<file path="config.mk">
export PLATFORM = sky130hd
export DESIGN_NAME = reliable_udp_unacked_tracker
export DESIGN_NICKNAME = d
export VERILOG_FILES = /design/src/rtl/rut_pkg.sv /design/src/rtl/reliable_udp_unacked_tracker.sv /design/src/rtl/rut_ram.sv
export SDC_FILE = /design/constraint.sdc
export NUM_CORES = 1
export LEC_CHECK = 0
export BUFFER_PORTS_ARGS = -buffer_cell sky130_fd_sc_hd__buf_2
export CORE_MARGIN = 5
export CORE_UTILIZATION = 55
export DETAILED_ROUTE_END_ITERATION = 8
export HOLD_SLACK_MARGIN = 0.02
export PLACE_DENSITY = 0.72
export REMOVE_ABC_BUFFERS = 1
export SYNTH_ARGS = -nofsm -noshare
export SYNTH_HDL_FRONTEND = slang
export SYNTH_SLANG_ARGS = --single-unit
</file>
<file path="constraint.sdc">
create_clock -name clock -period 11.23 [get_ports clock]
set_clock_uncertainty 0.15 [all_clocks]
set_input_delay 1.123 -clock clock [delete_from_list [all_inputs] [get_ports clock]]
set_output_delay 1.123 -clock clock [all_outputs]
set_load 0.02 [all_outputs]
</file>
<file path="src/rtl/rut_pkg.sv">
// ----------------------------------------------------------------------------
// rut_pkg
// Shared types, codes and helpers for the unacknowledged packet tracker.
// ----------------------------------------------------------------------------
package rut_pkg;

   // Default number of table entries.
   localparam int TABLE_DEPTH_DEF = 32;

   // An ack covers a sequence when the serial distance is below one half.
   localparam logic [31:0] SERIAL_HALF = 32'h8000_0000;

   // Largest value that a 6-bit count field can report.
   localparam logic [5:0] COUNT_MAX = 6'd63;

   // Item action codes.
   localparam logic ACT_SEND = 1'b0;
   localparam logic ACT_ACK  = 1'b1;

   // One input item.
   typedef struct packed {
      logic        action;
      logic [15:0] packet_tag;
      logic [31:0] preset_sequence;
      logic        is_ack_packet;
      logic [31:0] ack_number;
      logic [31:0] ack_bitmap;
   } req_type;

   // One result item.
   typedef struct packed {
      logic [31:0] assigned_sequence;
      logic        tracked;
      logic        table_full;
      logic        queued;
      logic [5:0]  cleared_count;
      logic [5:0]  outstanding_count;
   } rsp_type;

   // One table entry as it is kept in memory.
   typedef struct packed {
      logic        valid;
      logic [31:0] sequence_no;
      logic [15:0] tag;
   } entry_type;

   // Clamp a count to what the 6-bit result fields can hold.
   function automatic logic [5:0] sat_count(input logic [31:0] n);
      logic [5:0] r;
      if (n > 32'(COUNT_MAX)) begin
         r = COUNT_MAX;
      end else begin
         r = n[5:0];
      end
      return r;
   endfunction

endpackage

</file>
<file path="src/rtl/reliable_udp_unacked_tracker.sv">
// ----------------------------------------------------------------------------
// reliable_udp_unacked_tracker
// Tracks unacknowledged reliable packets of one session in a table memory.
// Flow: a send that needs no table entry, or is dropped, gives its result
// in the cycle after start; a send that is given a sequence number goes
// through the table scan and then the write-back, an ack through the scan.
// Throughput: one item at a time; busy falls as the result is strobed.
// Reset: a clearing pass writes every entry invalid, with busy high. Results
// are strobed for one cycle; the receiver cannot stall.
// ----------------------------------------------------------------------------
module reliable_udp_unacked_tracker #(
   parameter int TABLE_DEPTH = rut_pkg::TABLE_DEPTH_DEF
) (
   input  logic            clock,
   input  logic            reset,
   input  logic            start,
   output logic            busy,
   input  rut_pkg::req_type req_item,
   output logic            rsp_valid,
   output rut_pkg::rsp_type rsp_item,
   input  logic            csr_valid,
   output logic            csr_ready,
   input  logic            csr_data
);

   import rut_pkg::*;

   localparam int AW      = $clog2(TABLE_DEPTH);
   localparam int CW      = $clog2(TABLE_DEPTH + 1);
   localparam int ENTRY_W = $bits(entry_type);

   localparam logic [AW:0]   DEPTH_N  = TABLE_DEPTH[AW:0];
   localparam logic [AW-1:0] LAST_IDX = AW'(TABLE_DEPTH - 1);

   localparam logic [1:0] ST_CLEAR = 2'd0;
   localparam logic [1:0] ST_IDLE  = 2'd1;
   localparam logic [1:0] ST_SCAN  = 2'd2;
   localparam logic [1:0] ST_WRITE = 2'd3;

   logic [1:0]    state_ff, state_in;
   logic [AW:0]   iss_ff, iss_in;
   logic          rd_vld_ff, rd_vld_in;
   logic [AW-1:0] rd_idx_ff, rd_idx_in;
   logic          hit_found_ff, hit_found_in;
   logic [AW-1:0] hit_idx_ff, hit_idx_in;
   logic          free_found_ff, free_found_in;
   logic [AW-1:0] free_idx_ff, free_idx_in;
   logic [CW-1:0] clr_cnt_ff, clr_cnt_in;
   logic [CW-1:0] count_ff, count_in;
   logic [31:0]   next_seq_ff, next_seq_in;
   logic [31:0]   assigned_ff, assigned_in;
   logic          open_ff, open_in;
   req_type       req_ff, req_in;
   logic          rsp_valid_ff, rsp_valid_in;
   rsp_type       rsp_item_ff, rsp_item_in;

   logic               ram_wr_en;
   logic [AW-1:0]      ram_wr_addr;
   logic [ENTRY_W-1:0] ram_wr_data;
   logic               ram_rd_en;
   logic [ENTRY_W-1:0] ram_rd_data;

   entry_type     rd_entry;
   entry_type     wr_entry;
   logic [31:0]   ser_diff;
   logic          acked;
   logic [CW-1:0] clr_sum;
   logic          slot_ok;
   logic [CW-1:0] count_dec;

   // Entry table.
   rut_ram #(
      .WIDTH(ENTRY_W),
      .DEPTH(TABLE_DEPTH)
   ) u_table (
      .clock  (clock),
      .wr_en  (ram_wr_en),
      .wr_addr(ram_wr_addr),
      .wr_data(ram_wr_data),
      .rd_en  (ram_rd_en),
      .rd_addr(iss_ff[AW-1:0]),
      .rd_data(ram_rd_data)
   );

   // Per-entry decode of the word read back in the scan.
   assign rd_entry  = entry_type'(ram_rd_data);
   assign ser_diff  = req_ff.ack_number - rd_entry.sequence_no;
   assign acked     = rd_entry.valid && (ser_diff < SERIAL_HALF);
   assign clr_sum   = clr_cnt_ff + CW'(acked);
   assign count_dec = count_ff - clr_sum;
   assign slot_ok   = hit_found_ff || free_found_ff;

   // Control sequencer: clearing pass, idle, table scan and write-back.
   always_comb begin
      state_in      = state_ff;
      iss_in        = iss_ff;
      rd_vld_in     = 1'b0;
      rd_idx_in     = iss_ff[AW-1:0];
      hit_found_in  = hit_found_ff;
      hit_idx_in    = hit_idx_ff;
      free_found_in = free_found_ff;
      free_idx_in   = free_idx_ff;
      clr_cnt_in    = clr_cnt_ff;
      count_in      = count_ff;
      next_seq_in   = next_seq_ff;
      assigned_in   = assigned_ff;
      req_in        = req_ff;
      rsp_valid_in  = 1'b0;
      rsp_item_in   = rsp_item_ff;
      ram_wr_en     = 1'b0;
      ram_wr_addr   = rd_idx_ff;
      ram_rd_en     = 1'b0;
      wr_entry      = rd_entry;
      wr_entry.valid = 1'b0;

      open_in = open_ff;
      if (csr_valid && csr_ready) begin
         open_in = csr_data;
      end

      case (state_ff)
         ST_CLEAR: begin
            // Write every entry invalid, one per cycle.
            ram_wr_en   = 1'b1;
            ram_wr_addr = iss_ff[AW-1:0];
            wr_entry    = '0;
            if (iss_ff[AW-1:0] == LAST_IDX) begin
               iss_in   = '0;
               state_in = ST_IDLE;
            end else begin
               iss_in = iss_ff + 1'b1;
            end
         end

         ST_IDLE: begin
            if (start) begin
               req_in        = req_item;
               iss_in        = '0;
               hit_found_in  = 1'b0;
               free_found_in = 1'b0;
               hit_idx_in    = '0;
               free_idx_in   = '0;
               clr_cnt_in    = '0;
               rsp_item_in   = '0;
               rsp_item_in.outstanding_count = sat_count(32'(count_ff));
               if (req_item.action == ACT_ACK) begin
                  state_in = ST_SCAN;
               end else if (!open_ff) begin
                  // Dropped send: all zero but the count.
                  rsp_valid_in = 1'b1;
               end else if ((req_item.preset_sequence != 32'd0) ||
                            req_item.is_ack_packet) begin
                  // Sent as is, nothing recorded.
                  rsp_item_in.queued = 1'b1;
                  rsp_valid_in       = 1'b1;
               end else begin
                  assigned_in = next_seq_ff;
                  next_seq_in = next_seq_ff + 32'd1;
                  state_in    = ST_SCAN;
               end
            end
         end

         ST_SCAN: begin
            // Issue the next read while the previous entry comes back.
            if (iss_ff != DEPTH_N) begin
               ram_rd_en = 1'b1;
               iss_in    = iss_ff + 1'b1;
               rd_vld_in = 1'b1;
            end
            if (rd_vld_ff) begin
               if (req_ff.action == ACT_ACK) begin
                  // Drop every entry at or before the ack number.
                  if (acked) begin
                     ram_wr_en = 1'b1;
                  end
                  clr_cnt_in = clr_sum;
               end else begin
                  // First entry with the same sequence, else first free one.
                  if (rd_entry.valid && (rd_entry.sequence_no == assigned_ff) &&
                      !hit_found_ff) begin
                     hit_found_in = 1'b1;
                     hit_idx_in   = rd_idx_ff;
                  end
                  if (!rd_entry.valid && !free_found_ff) begin
                     free_found_in = 1'b1;
                     free_idx_in   = rd_idx_ff;
                  end
               end
               if (rd_idx_ff == LAST_IDX) begin
                  if (req_ff.action == ACT_ACK) begin
                     count_in     = count_dec;
                     rsp_item_in  = '0;
                     rsp_item_in.cleared_count     = sat_count(32'(clr_sum));
                     rsp_item_in.outstanding_count = sat_count(32'(count_dec));
                     rsp_valid_in = 1'b1;
                     state_in     = ST_IDLE;
                  end else begin
                     state_in = ST_WRITE;
                  end
               end
            end
         end

         ST_WRITE: begin
            // Record the sent packet in the chosen entry.
            ram_wr_addr    = hit_found_ff ? hit_idx_ff : free_idx_ff;
            ram_wr_en      = slot_ok;
            wr_entry.valid       = 1'b1;
            wr_entry.sequence_no = assigned_ff;
            wr_entry.tag         = req_ff.packet_tag;
            count_in = count_ff + CW'(free_found_ff && !hit_found_ff);
            rsp_item_in = '0;
            rsp_item_in.assigned_sequence = assigned_ff;
            rsp_item_in.tracked           = slot_ok;
            rsp_item_in.table_full        = !slot_ok;
            rsp_item_in.queued            = 1'b1;
            rsp_item_in.outstanding_count = sat_count(32'(count_in));
            rsp_valid_in = 1'b1;
            state_in     = ST_IDLE;
         end

         default: begin
            state_in = ST_IDLE;
         end
      endcase

      ram_wr_data = ENTRY_W'(wr_entry);
   end

   // Control registers.
   always_ff @(posedge clock) begin
      if (reset) begin
         state_ff     <= ST_CLEAR;
         iss_ff       <= '0;
         rd_vld_ff    <= 1'b0;
         count_ff     <= '0;
         next_seq_ff  <= 32'd1;
         open_ff      <= 1'b0;
         rsp_valid_ff <= 1'b0;
      end else begin
         state_ff     <= state_in;
         iss_ff       <= iss_in;
         rd_vld_ff    <= rd_vld_in;
         count_ff     <= count_in;
         next_seq_ff  <= next_seq_in;
         open_ff      <= open_in;
         rsp_valid_ff <= rsp_valid_in;
      end
   end

   // Payload registers.
   always_ff @(posedge clock) begin
      rd_idx_ff     <= rd_idx_in;
      hit_found_ff  <= hit_found_in;
      hit_idx_ff    <= hit_idx_in;
      free_found_ff <= free_found_in;
      free_idx_ff   <= free_idx_in;
      clr_cnt_ff    <= clr_cnt_in;
      assigned_ff   <= assigned_in;
      req_ff        <= req_in;
      rsp_item_ff   <= rsp_item_in;
   end

   assign busy      = (state_ff != ST_IDLE);
   assign rsp_valid = rsp_valid_ff;
   assign rsp_item  = rsp_item_ff;
   assign csr_ready = 1'b1;

   // The outstanding counter never exceeds the table size.
   a_count_range: assert property (@(posedge clock) disable iff (reset)
      count_ff <= CW'(TABLE_DEPTH))
      else $error("outstanding count exceeds table depth");

   // The clearing pass never produces a result.
   a_clear_quiet: assert property (@(posedge clock) disable iff (reset)
      (state_ff == ST_CLEAR) |=> !rsp_valid_ff)
      else $error("result during clearing pass");

   // A result reports the count that the counter now holds.
   a_count_match: assert property (@(posedge clock) disable iff (reset)
      rsp_valid_ff |-> (rsp_item_ff.outstanding_count == sat_count(32'(count_ff))))
      else $error("reported count differs from counter");

   // The write state always follows a completed scan.
   a_write_after_scan: assert property (@(posedge clock) disable iff (reset)
      (state_ff == ST_WRITE) |-> ($past(state_ff) == ST_SCAN && !rd_vld_ff))
      else $error("write-back without a finished scan");

endmodule

</file>
<file path="src/rtl/rut_ram.sv">
// ----------------------------------------------------------------------------
// rut_ram
// Generic simple dual-port RAM: one write port, one read port, registered read.
// ----------------------------------------------------------------------------
module rut_ram #(
   parameter int WIDTH = 8,
   parameter int DEPTH = 32
) (
   input  logic                     clock,
   input  logic                     wr_en,
   input  logic [$clog2(DEPTH)-1:0] wr_addr,
   input  logic [WIDTH-1:0]         wr_data,
   input  logic                     rd_en,
   input  logic [$clog2(DEPTH)-1:0] rd_addr,
   output logic [WIDTH-1:0]         rd_data
);

   logic [WIDTH-1:0] mem [DEPTH];
   logic [WIDTH-1:0] rd_data_ff;

   // Write port.
   always_ff @(posedge clock) begin
      if (wr_en) begin
         mem[wr_addr] <= wr_data;
      end
   end

   // Read port, registered.
   always_ff @(posedge clock) begin
      if (rd_en) begin
         rd_data_ff <= mem[rd_addr];
      end
   end

   assign rd_data = rd_data_ff;

endmodule

</file>
# After elaboration in Yosys (flattened, before gate mapping)
# Memory sizes are Yosys's and may differ from the RTL's. A register that Yosys moved wholly into a read port is not among the register bits.
# Cells that the tools add are included.
[totals] ram_bits=1568 memories=1 reg_bits=200 out_inout_bits=50 elab_cells=142 in_bits=119
[classes] muxes=64 n_reduce_logical=26 add_sub_neg=6 n_eq_ne=19 n_bitwise=2 order_cmp=1
[memory_table] memory="u_table.mem" depth=32 width=49 rd=1 rd_clocked_by_memory_dff=1 write_ports=1 line_no="rut_ram.sv:18" rtl="logic [WIDTH-1:0] mem [DEPTH];"
[ops] operator="two-way mux 47 bit" count=4
[ops] operator="case mux 47 bit (3 select lines)" count=1
[ops] operator="case mux 49 bit (2 select lines)" count=1
[ops] operator="two-way mux 6 bit" count=8
[ops] operator="two-way mux 5 bit" count=8
[ops] operator="adder 32 x 1 -> 32 bit (second input constant)" count=1
[ops] operator="== test 32 bit" count=1
[ops] operator="less-than comparator 32 bit (second input constant)" count=1
[ops] operator="nonzero test 32 bit" count=1
[ops] operator="subtractor 32 bit" count=1
[ops] operator="case mux 5 bit (2 select lines)" count=3
[ops] operator="case mux 6 bit (2 select lines)" count=2
[ops] operator="two-way mux 1 bit" count=23
[ops] operator="AND reduction 5 bit" count=4
[ops] operator="!= test 2 bit (second input constant)" count=9
[ops] operator="case mux 6 bit (3 select lines)" count=1
[ops] operator="two-way mux 2 bit" count=8
[ops] operator="adder 6 x 1 -> 6 bit" count=2
[ops] operator="== test 5 bit (second input constant)" count=2
[ops] operator="case mux 2 bit (4 select lines)" count=1
[ops] operator="AND reduction 4 bit" count=2
[ops] operator="adder 6 x 1 -> 6 bit (second input constant)" count=1
[ops] operator="!= test 3 bit (second input constant)" count=2
[ops] operator="!= test 6 bit (second input constant)" count=1
[ops] operator="other kinds (16)" count=30

# Depth between registers and ports, before layout
# Gate-level depths: netlist of the first run.
[depth] depth_word=9 ltp_mapped=20 depth_no_buf=20

# Hierarchy
# From an unflattened synthesis of the first run, not the netlist that was laid out.
[unflattened] hier_cells=4232 hier_area_um2=71857.7
[modules_own_cells] module="rut_ram" area_per_inst_um2=62344.8 cells_each=3434 instances=1 seq_area_each_um2=48556.6
[modules_own_cells] module="reliable_udp_unacked_tracker" area_per_inst_um2=9512.9 cells_each=798 instances=1 seq_area_each_um2=5465.2

# Worst setup path after synthesis of the first run
# No wires, ideal clock.
[synth_timing] path_type="register -> register" from="reg state_ff[0]" to="reg rsp_item_ff, in the netlist rsp_item[0], enable pin" t_arrival_ns=8.574 setup_ns=0.704 n_path_buf=1 required_time_ns=10.376 synth_period_minus_slack_ns=9.428 slack_ns=1.802 stages_incl_launch_ff=7 path_cell_list="dfxtp_1 -> inv_1 -> ha_1 -> inv_1 -> clkbuf_1 -> nor2_1 -> a2111oi_0"
[synth_between] elab_chain_cells=3 elab_cells_between_ends=9 cone_classes="7 x eq/ne; 2 x reduce/logical"
[synth_lines] element="from (decl)" line_no="reliable_udp_unacked_tracker.sv:40" rtl="logic [1:0] state_ff, state_in;"
[synth_lines] element="from (signal assigned)" line_no="reliable_udp_unacked_tracker.sv:242" rtl="state_ff <= state_in;"
[synth_lines] element="== test 2 bit / == test 2 x 1 -> 1 bit (equally long branches)" line_no="reliable_udp_unacked_tracker.sv:121" rtl="case (state_ff)"
[synth_lines] element="!= test 2 bit (no line) / nonzero test 3 bit (equally long branches)"
[synth_lines] element="AND reduction 5 bit (no line) (*)"
[synth_lines] element="to (signal assigned)" line_no="reliable_udp_unacked_tracker.sv:262" rtl="rsp_item_ff <= rsp_item_in;"
[synth_lines] element="to (decl)" line_no="reliable_udp_unacked_tracker.sv:55" rtl="rsp_type rsp_item_ff, rsp_item_in;"
# Mark *: on every way between the ends. The rest lies on a longest branch, timed or not.
# A chain may end at the register's enable or synchronous reset.

==> results by group, run 1 <==
Outcome
  – Status: finished clean

Setup path
  – Max Fanout on Critical Path: 3
  – Critical path origin: u_table.rd_data[20]
  – Flop2flop setup slack: 5.66 ns
  – Crit end category: flip-flop
  – Critical Path End: rsp_item[5]
  – Critical Path Start Type: flip-flop
  – CP required: 11.56 ns
  – R2R depth: 19
  – Kind of critical path: reg2reg
  – Worst r2r src: u_table.rd_data[20]
  – Reg2reg end: rsp_item[5]
  – Crit path DAT: between 5 and 6 ns

Floorplan
  – FP Rows: 110
  – DIE AREA: approximately 97000 um^2
  – Starting Density: 0.5552
  – I/O pins: approximately 170
  – Die width: about 310 um
  – Die span in y: between 300 and 400 um
  – Core Footprint: 90150 um^2

Synth
  – Complex-gate fraction of the synthesized area: 0.01128
  – Most common cell in the netlist: edfxtp_1
  – Simple-Gate Fraction of Synth Area: 0.03195
  – Syn avg cell area: roughly 21 um^2
  – Ys async rst share: 0
  – Netlist cell types: 57
  – Adder-Cell Fraction of Synth Area: 0.01230
  – Most used DFF post-synth: edfxtp_1
  – Share of the synthesized area in the top cell type: 0.7314
  – Main combinational cell family by area after synthesis: multiplexers
  – Number of synthesized flops with an enable pin: about 1.2k
  – Netlist Area Pre-Place: roughly 50000 um^2
  – Xor and xnor fraction of the mapped netlist area: 0.01278
  – Synth area leader: edfxtp_1
  – Largest cells by area after synthesis: edfxtp_1 73%, mux4_2 15%, dfxtp_1 2.2%, mux2_2 1.5%, ha_1 1.1%
  – YS warnings: 0
  – Synth cell count leaders: 1219 x edfxtp_1, 330 x mux4_2, 72 x nor2_1, 68 x clkbuf_1, 65 x mux2_2
  – Register area share after synthesis: 0.7530
  – Synth Instances: 2361
  – Mux contribution to synthesized area: 0.1647
  – #FFs+latches synth: 1273

Detailed routing
  – DR pass1 iterations: 5
  – DRC viols: 0
  – Routed len/inst: ~32 um
  – Iter 0 DRT Violations: 3439
  – Routed Antenna Nets: 0
  – Vias post-DR: approximately 25k
  – Vias/cell: between 6 and 7
  – Post-Route WL: 121.6 mm

STA
  – Setup TNS: 0 ns
  – Final period util: 0.4957
  – Max-slew violations: 0
  – Worst-Margin Slew: about 1.1 ns
  – Final Worst Setup Slack: roughly 5.7 ns
  – Relative slew slack: 0.2698
  – Fmax: ~0.18 GHz
  – Final Setup Violations: 0
  – RSZ-0062 raised after global routing: no
  – Min Tclk post-route: 5.567 ns
  – Final hold viol count: 0

Power
  – Leakage Power: around 18 nW
  – Switching Fraction: 0.2280
  – Power Total: roughly 11 mW
  – Logic pwr share: 0.112
  – PD cells: about 190 nW/um^2
  – Peak supply drop: around 160 uV
  – Psw: about 2.5 mW
  – Reg power frac: 0.505
  – Int Pwr: about 8.5 mW
  – Clk pwr share: 0.384

Placed design
  – Placed Instances: ~3.6k
  – HPWL after DPL: 68.08 mm
  – DP Worst Slack: ~5.7 ns
  – Number of port buffers: roughly 120
  – RD Place Congestion: about 0.87

Cells and area
  – Share of cells above drive strength 1: 0.3116
  – Fillers: about 5.9k
  – Area Growth Syn to Fin: 13.17%
  – Antenna cells: 0
  – Nets: between 2k and 3k
  – Finished Layout Cells: 3846

Global routing
  – Vias in the first global route: 25.05k
  – Global-route wire length before repair: about 180 mm
  – Largest net degree at the start of global routing: 113
  – GRT Total Usage: 0.2508
  – Initial antenna violation count: 0
  – Gr ovfl total: 0

Clock tree
  – Root Driver: clkbuf_16
  – CTS tree: done
  – CTS HTree Levels: 4
  – Clk_lat worst skew: roughly 0.74 ns
  – Longest Clk Path Bufs: 3
  – CTS Buf Count: 130
  – CTS sink cnt: around 1.3k
  – Post-cts hold buffer count: 0
  – Post-cts sizing count: 0
  – Post-CTS setup buffers: 0
  – Clk slew on worst S/H paths: ~0.060 ns

Flow run
  – Max-Cap Viols: 0

Hold path
  – Hold/Removal Path Class: reg2reg
## registers in the layout, summed over array words and instances (netlist names), 2 cells and up
name,cells
u_table.mem,1056
rsp_item,47
req_ff,33
u_table.rd_data,33
assigned_ff,32
next_seq_ff,32
clr_cnt_ff,6
count_ff,6
iss_ff,6
free_idx_ff,5
hit_idx_ff,5
rd_idx_ff,5
state_ff,2
## placed cells by master (no fill, tap or decap), drive strengths merged, types with 34 or more instances in the layout
cell,synthesis,layout
and2,43,43
buf,51,198
clkbuf,68,167
clkinv,0,43
dfxtp,54,54
edfxtp,1219,1219
ha,45,45
inv,52,58
mux2,65,65
mux4,330,330
nand2,54,54
nor2,72,72
nor4,41,41
xnor2,39,39
xor2,34,34
## through the flow
step,area (um^2),utilization,hold slack (ns)
6_report,56640,0.6283,0.3232
5_1_grt,56640,0.6283,0.3203
4_1_cts,56640,0.6283,0.3143
3_5_place_dp,52460,0.5820,0.3008
3_3_place_gp,52460,0.5820,0.2983
2_1_floorplan,49550,-,0.2780
## layer usage
metal | vias up | GRT usage | wire length [um]
met5 | - | 0 | 0
met3 | 184 | 0.06074 | 13610
met1 | 13090 | 0.3634 | 47230
li1 | 10150 | - | -
met4 | 0 | 0.06830 | 2909
met2 | 1514 | 0.3918 | 57860
## worst max-delay path, cell delays in order, from the launching register on
cell      delay [ns]
edfxtp_1        0.43
inv_1           0.14
ha_1            0.27
a21oi_1         0.14
o21ai_0         0.11
a21oi_1         0.41
o21ai_1         0.34
a41oi_1         0.38
xnor2_1         0.17
and2_1          0.19
ha_1            0.21
ha_1            0.31
inv_1           0.08
ha_1            0.28
a21o_1          0.18
maj3_2          0.34
maj3_1          0.35
maj3_2          0.32
xnor2_1         0.15
a221o_1         0.35
## worst min-delay path by stage
stage | from | endpoint | slack [ns] | depth (start not counted)
after floorplan | next_seq_ff[31] | assigned_ff[31] | 0.28 | 0
after detailed placement | next_seq_ff[31] | assigned_ff[31] | 0.30 | 0
after CTS | next_seq_ff[31] | assigned_ff[31] | 0.31 | 0
after global placement | next_seq_ff[31] | assigned_ff[31] | 0.30 | 0
final | next_seq_ff[31] | assigned_ff[31] | 0.32 | 0
after global routing | next_seq_ff[31] | assigned_ff[31] | 0.32 | 0
## cell families (layout without fill, tap and decap cells)
kind of cell,after synthesis,in the layout
AO/OA/AOI/OAI,86,86
XOR/XNOR,73,73
adder cells (fa/ha/maj),49,49
buffers and inverters,171,480
flip-flops,1273,1273
multiplexers,403,403
other,1,1
AND/OR/NAND/NOR,305,305
## final cells by class
cell class | count | area (um^2) | share of cell area
flip-flops and latches | 1273 | 37700 | 0.6657
inverters | 52 | 195.2 | 0.003446
clock buffers | 167 | 3550 | 0.06267
well taps | 1176 | 1471 | 0.02598
repair buffers | 198 | 1201 | 0.02121
multi-input cells | 917 | 11890 | 0.2100
clock inverters | 63 | 625.6 | 0.01105
## power by group through the flow
stage	Combinational (mW)	Clock, mW	Sequential, mW
floorplan	1.03	0	5.73
global placement	1.20	0	5.62
detailed placement	1.23	0	5.64
CTS	1.23	4.27	5.54
global route	1.30	4.48	5.55
finish	1.22	4.21	5.53
Power figures use the tool's default switching activity.
==> run 2: changes to the inputs <==
- PLACE_DENSITY: 0.72 -> 0.75
- clock period: 11.23 -> 5 ns (I/O delays scaled with it)
==> run 2 against run 1 <==
Against the previous run: core utilization grew 0.66 points; sequential power increased by 120%; non-clock buffer count increased by 68.
==> results by group, run 2 (same netlist as run 1, synthesis figures left out) <==
Outcome
  – Status: finished clean

Clock tree
  – Longest Clk Path Bufs: 3 (unchanged)
  – CTS HTree Levels: 3 (-1)
  – CTS tree: done
  – Root Driver: clkbuf_16
  – Clk slew on worst S/H paths: 0.07 ns (about the same)
  – CTS Buf Count: 118 (-9.2%)
  – Clk_lat worst skew: 0.71 ns (-0.03 ns)
  – CTS sink cnt: 1273 (unchanged)

Power
  – Peak supply drop: 462.5 uV (+190%)
  – Clk pwr share: 0.364 (-0.020)
  – Psw: 5.663 mW (+130%)
  – Reg power frac: 0.513 (+0.008)
  – PD cells: 422.1 nW/um^2 (+120%)
  – Int Pwr: 18.49 mW (+120%)
  – Switching Fraction: 0.2344 (+0.006461)
  – Leakage Power: 18.23 nW (+1.3%)
  – Logic pwr share: 0.123 (+0.011)

Global routing
  – Gr ovfl total: 0 (unchanged)
  – Initial antenna violation count: 1 (+1)
  – GRT Total Usage: 0.2549 (+0.004130)
  – Vias in the first global route: 25.57k (+2.1%)
  – Largest net degree at the start of global routing: 102 (-9.7%)
  – Global-route wire length before repair: 178.7 mm (+1.9%)

Cells and area
  – Largest register FFs: 1056 (unchanged)
  – Nets: 2793 (+2.0%)
  – Share of cells above drive strength 1: 0.3208 (+0.009151)
  – Fillers: 5767 (-2.3%)
  – Commonest non-fill, non-tap cells in the layout: 1219 x edfxtp_1, 330 x mux4_2, 119 x clkbuf_16, 119 x buf_2, 90 x buf_4
  – Most common cell after layout, fill and taps aside: edfxtp_1
  – Area Growth Syn to Fin: 14.35%
  – Reg with most FFs: u_table.mem
  – Reg area: 37700 um^2 (unchanged)
  – Area of the multi-input gates: 12000 um^2 (+0.90%)
  – Core Util, Final: 0.6348 (+0.006551)
  – Antenna cells: 0 (unchanged)

Setup path
  – Flop2flop setup slack: 0.08 ns (-5.58 ns)
  – Critical Path Start Type: flip-flop
  – R2R depth: 19 (unchanged)
  – Max Fanout on Critical Path: 2 (-1)
  – Crit end category: flip-flop
  – Worst r2r src: u_table.rd_data[24]
  – CP required: 5.29 ns (-6.27 ns)
  – Kind of critical path: reg2reg
  – Reg2reg end: rsp_item[5]
  – Crit path DAT: 5.21 ns (-0.69 ns)

Floorplan
  – Die span in y: 311.7 um (unchanged)
  – Die width: 311.7 um (unchanged)
  – DIE AREA: 97130 um^2 (unchanged)
  – Starting Density: 0.5552 (unchanged)
  – I/O pins: 169 (unchanged)
  – Core Footprint: 90150 um^2 (unchanged)
  – FP Rows: 110 (unchanged)

Hold path
  – Hold Path End: assigned_ff[0]
  – Hold/Removal Path Class: in2reg
  – Hold path startpoint: req_item[92]
  – Hold path depth: 3 (+3)

Detailed routing
  – Post-Route WL: 125.1 mm (+2.9%)
  – Routed Antenna Nets: 0 (unchanged)
  – Met2 wire length: 58.88 mm (+1.8%)
  – DR pass1 iterations: 6 (+1)
  – M1 wire length: 46.61 mm (-1.3%)
  – Vias post-DR: 25.60k (+2.6%)
  – Routed len/inst: 32.03 um (+1.3%)
  – Vias/cell: 6.552 (+1.0%)
  – Iter 0 DRT Violations: 3592 (+4.4%)
  – Met3 wire len: 15.69 mm (+15%)
  – DRC viols: 0 (unchanged)
  – Uppermost routed layer: met4

STA
  – Min Tclk post-route: 4.919 ns (-0.6473 ns)
  – Fmax: 0.2033 GHz (+13%)
  – Worst-Margin Slew: 1.107 ns (+0.01152 ns)
  – Relative slew slack: 0.2622 (-0.007682)
  – Final period util: 0.9839 (+0.4882)
  – Max-slew violations: 0 (unchanged)
  – Final Worst Setup Slack: 0.08061 ns (-5.583 ns)
  – Setup TNS: 0 ns (unchanged)
  – Final Setup Violations: 0 (unchanged)
  – Final hold viol count: 0 (unchanged)

Placed design
  – RD Place Congestion: 0.8632 (-1.1%)
  – DP Worst Slack: -0.04021 ns (-5.711 ns)
  – Number of port buffers: 119 (unchanged)
  – HPWL after DPL: 68.51 mm (+0.64%)

Flow run
  – Max-Cap Viols: 0 (unchanged)
-- run 2: how the worst max path moves through the flow --
| stage | startpoint | endpoint | slack, ns | cells after the start |
|---|---|---|---|---|
| CTS | u_table.rd_data[38] | rsp_item[5] | 0.02 | 19 |
| floorplan | iss_ff[0] | u_table.mem[13][16] | -9.99 | 5 |
| detailed placement | u_table.rd_data[24] | rsp_item[5] | -0.04 | 19 |
| finish | u_table.rd_data[24] | rsp_item[5] | 0.08 | 19 |
| global route | u_table.rd_data[24] | rsp_item[5] | -0.07 | 19 |
| global placement | u_table.rd_data[24] | rsp_item[5] | -0.04 | 19 |
-- run 2: power by group through the flow --
stage | Sequential (mW) | Combinational (mW) | Clock (mW)
after global routing | 12.4 | 3.12 | 9.37
final | 12.4 | 2.96 | 8.80
after detailed placement | 12.6 | 2.92 | 0
after floorplan | 12.9 | 2.31 | 0
after CTS | 12.4 | 2.97 | 8.87
after global placement | 12.6 | 2.86 | 0
-- run 2: routing by layer --
metal | vias up | track usage
li1 | 10270 | -
met1 | 13360 | 0.3557
met2 | 1730 | 0.3954
met3 | 233 | 0.08220
met4 | 0 | 0.07308
met5 | - | 0
-- run 2: stage by stage --
| step | cells | power, mW | hold slack (ns) | cell area, um^2 |
|---|---|---|---|---|
| finish | 3907 | 24.16 | 0.1952 | 57230 |
| global route | 3907 | 24.91 | 0.1925 | 57230 |
| CTS | 3904 | 24.25 | 0.1521 | 57110 |
| detailed placement | 3646 | 15.54 | 0.3049 | 52950 |
| global placement | 3646 | 15.45 | 0.2963 | 52950 |
| floorplan | 2242 | 15.18 | 0.2780 | 49550 |
-- run 2: repair_timing --
item	CTS	global route
resized for setup	3	18
buffers inserted	0	3
pin swaps	0	10
hold buffers	35	0
endpoints found under the hold margin	34	0
setup endpoints to repair	1	2
-- run 2: worst max-delay path, cell delays in order, from the launching register on --
cell and delay (ns):
edfxtp_1 0.41, inv_2 0.09, ha_4 0.21, a211oi_2 0.21, o21ai_1 0.09, a311oi_2 0.31
o21ai_2 0.18, a41oi_2 0.30, xnor2_2 0.13, and2_4 0.20, ha_4 0.17, ha_4 0.27
inv_1 0.05, ha_1 0.28, a21o_1 0.18, maj3_2 0.30, maj3_2 0.29, maj3_2 0.33
xnor2_2 0.14, a221o_1 0.34
-- run 2: cell type report --
cell class,instances,area share
multi-input combinational,917,0.2097
clock inverter,67,0.009969
clock buffer,156,0.05638
timing repair buffer,266,0.03603
tap,1176,0.02571
sequential,1273,0.6588
inverter,52,0.003411
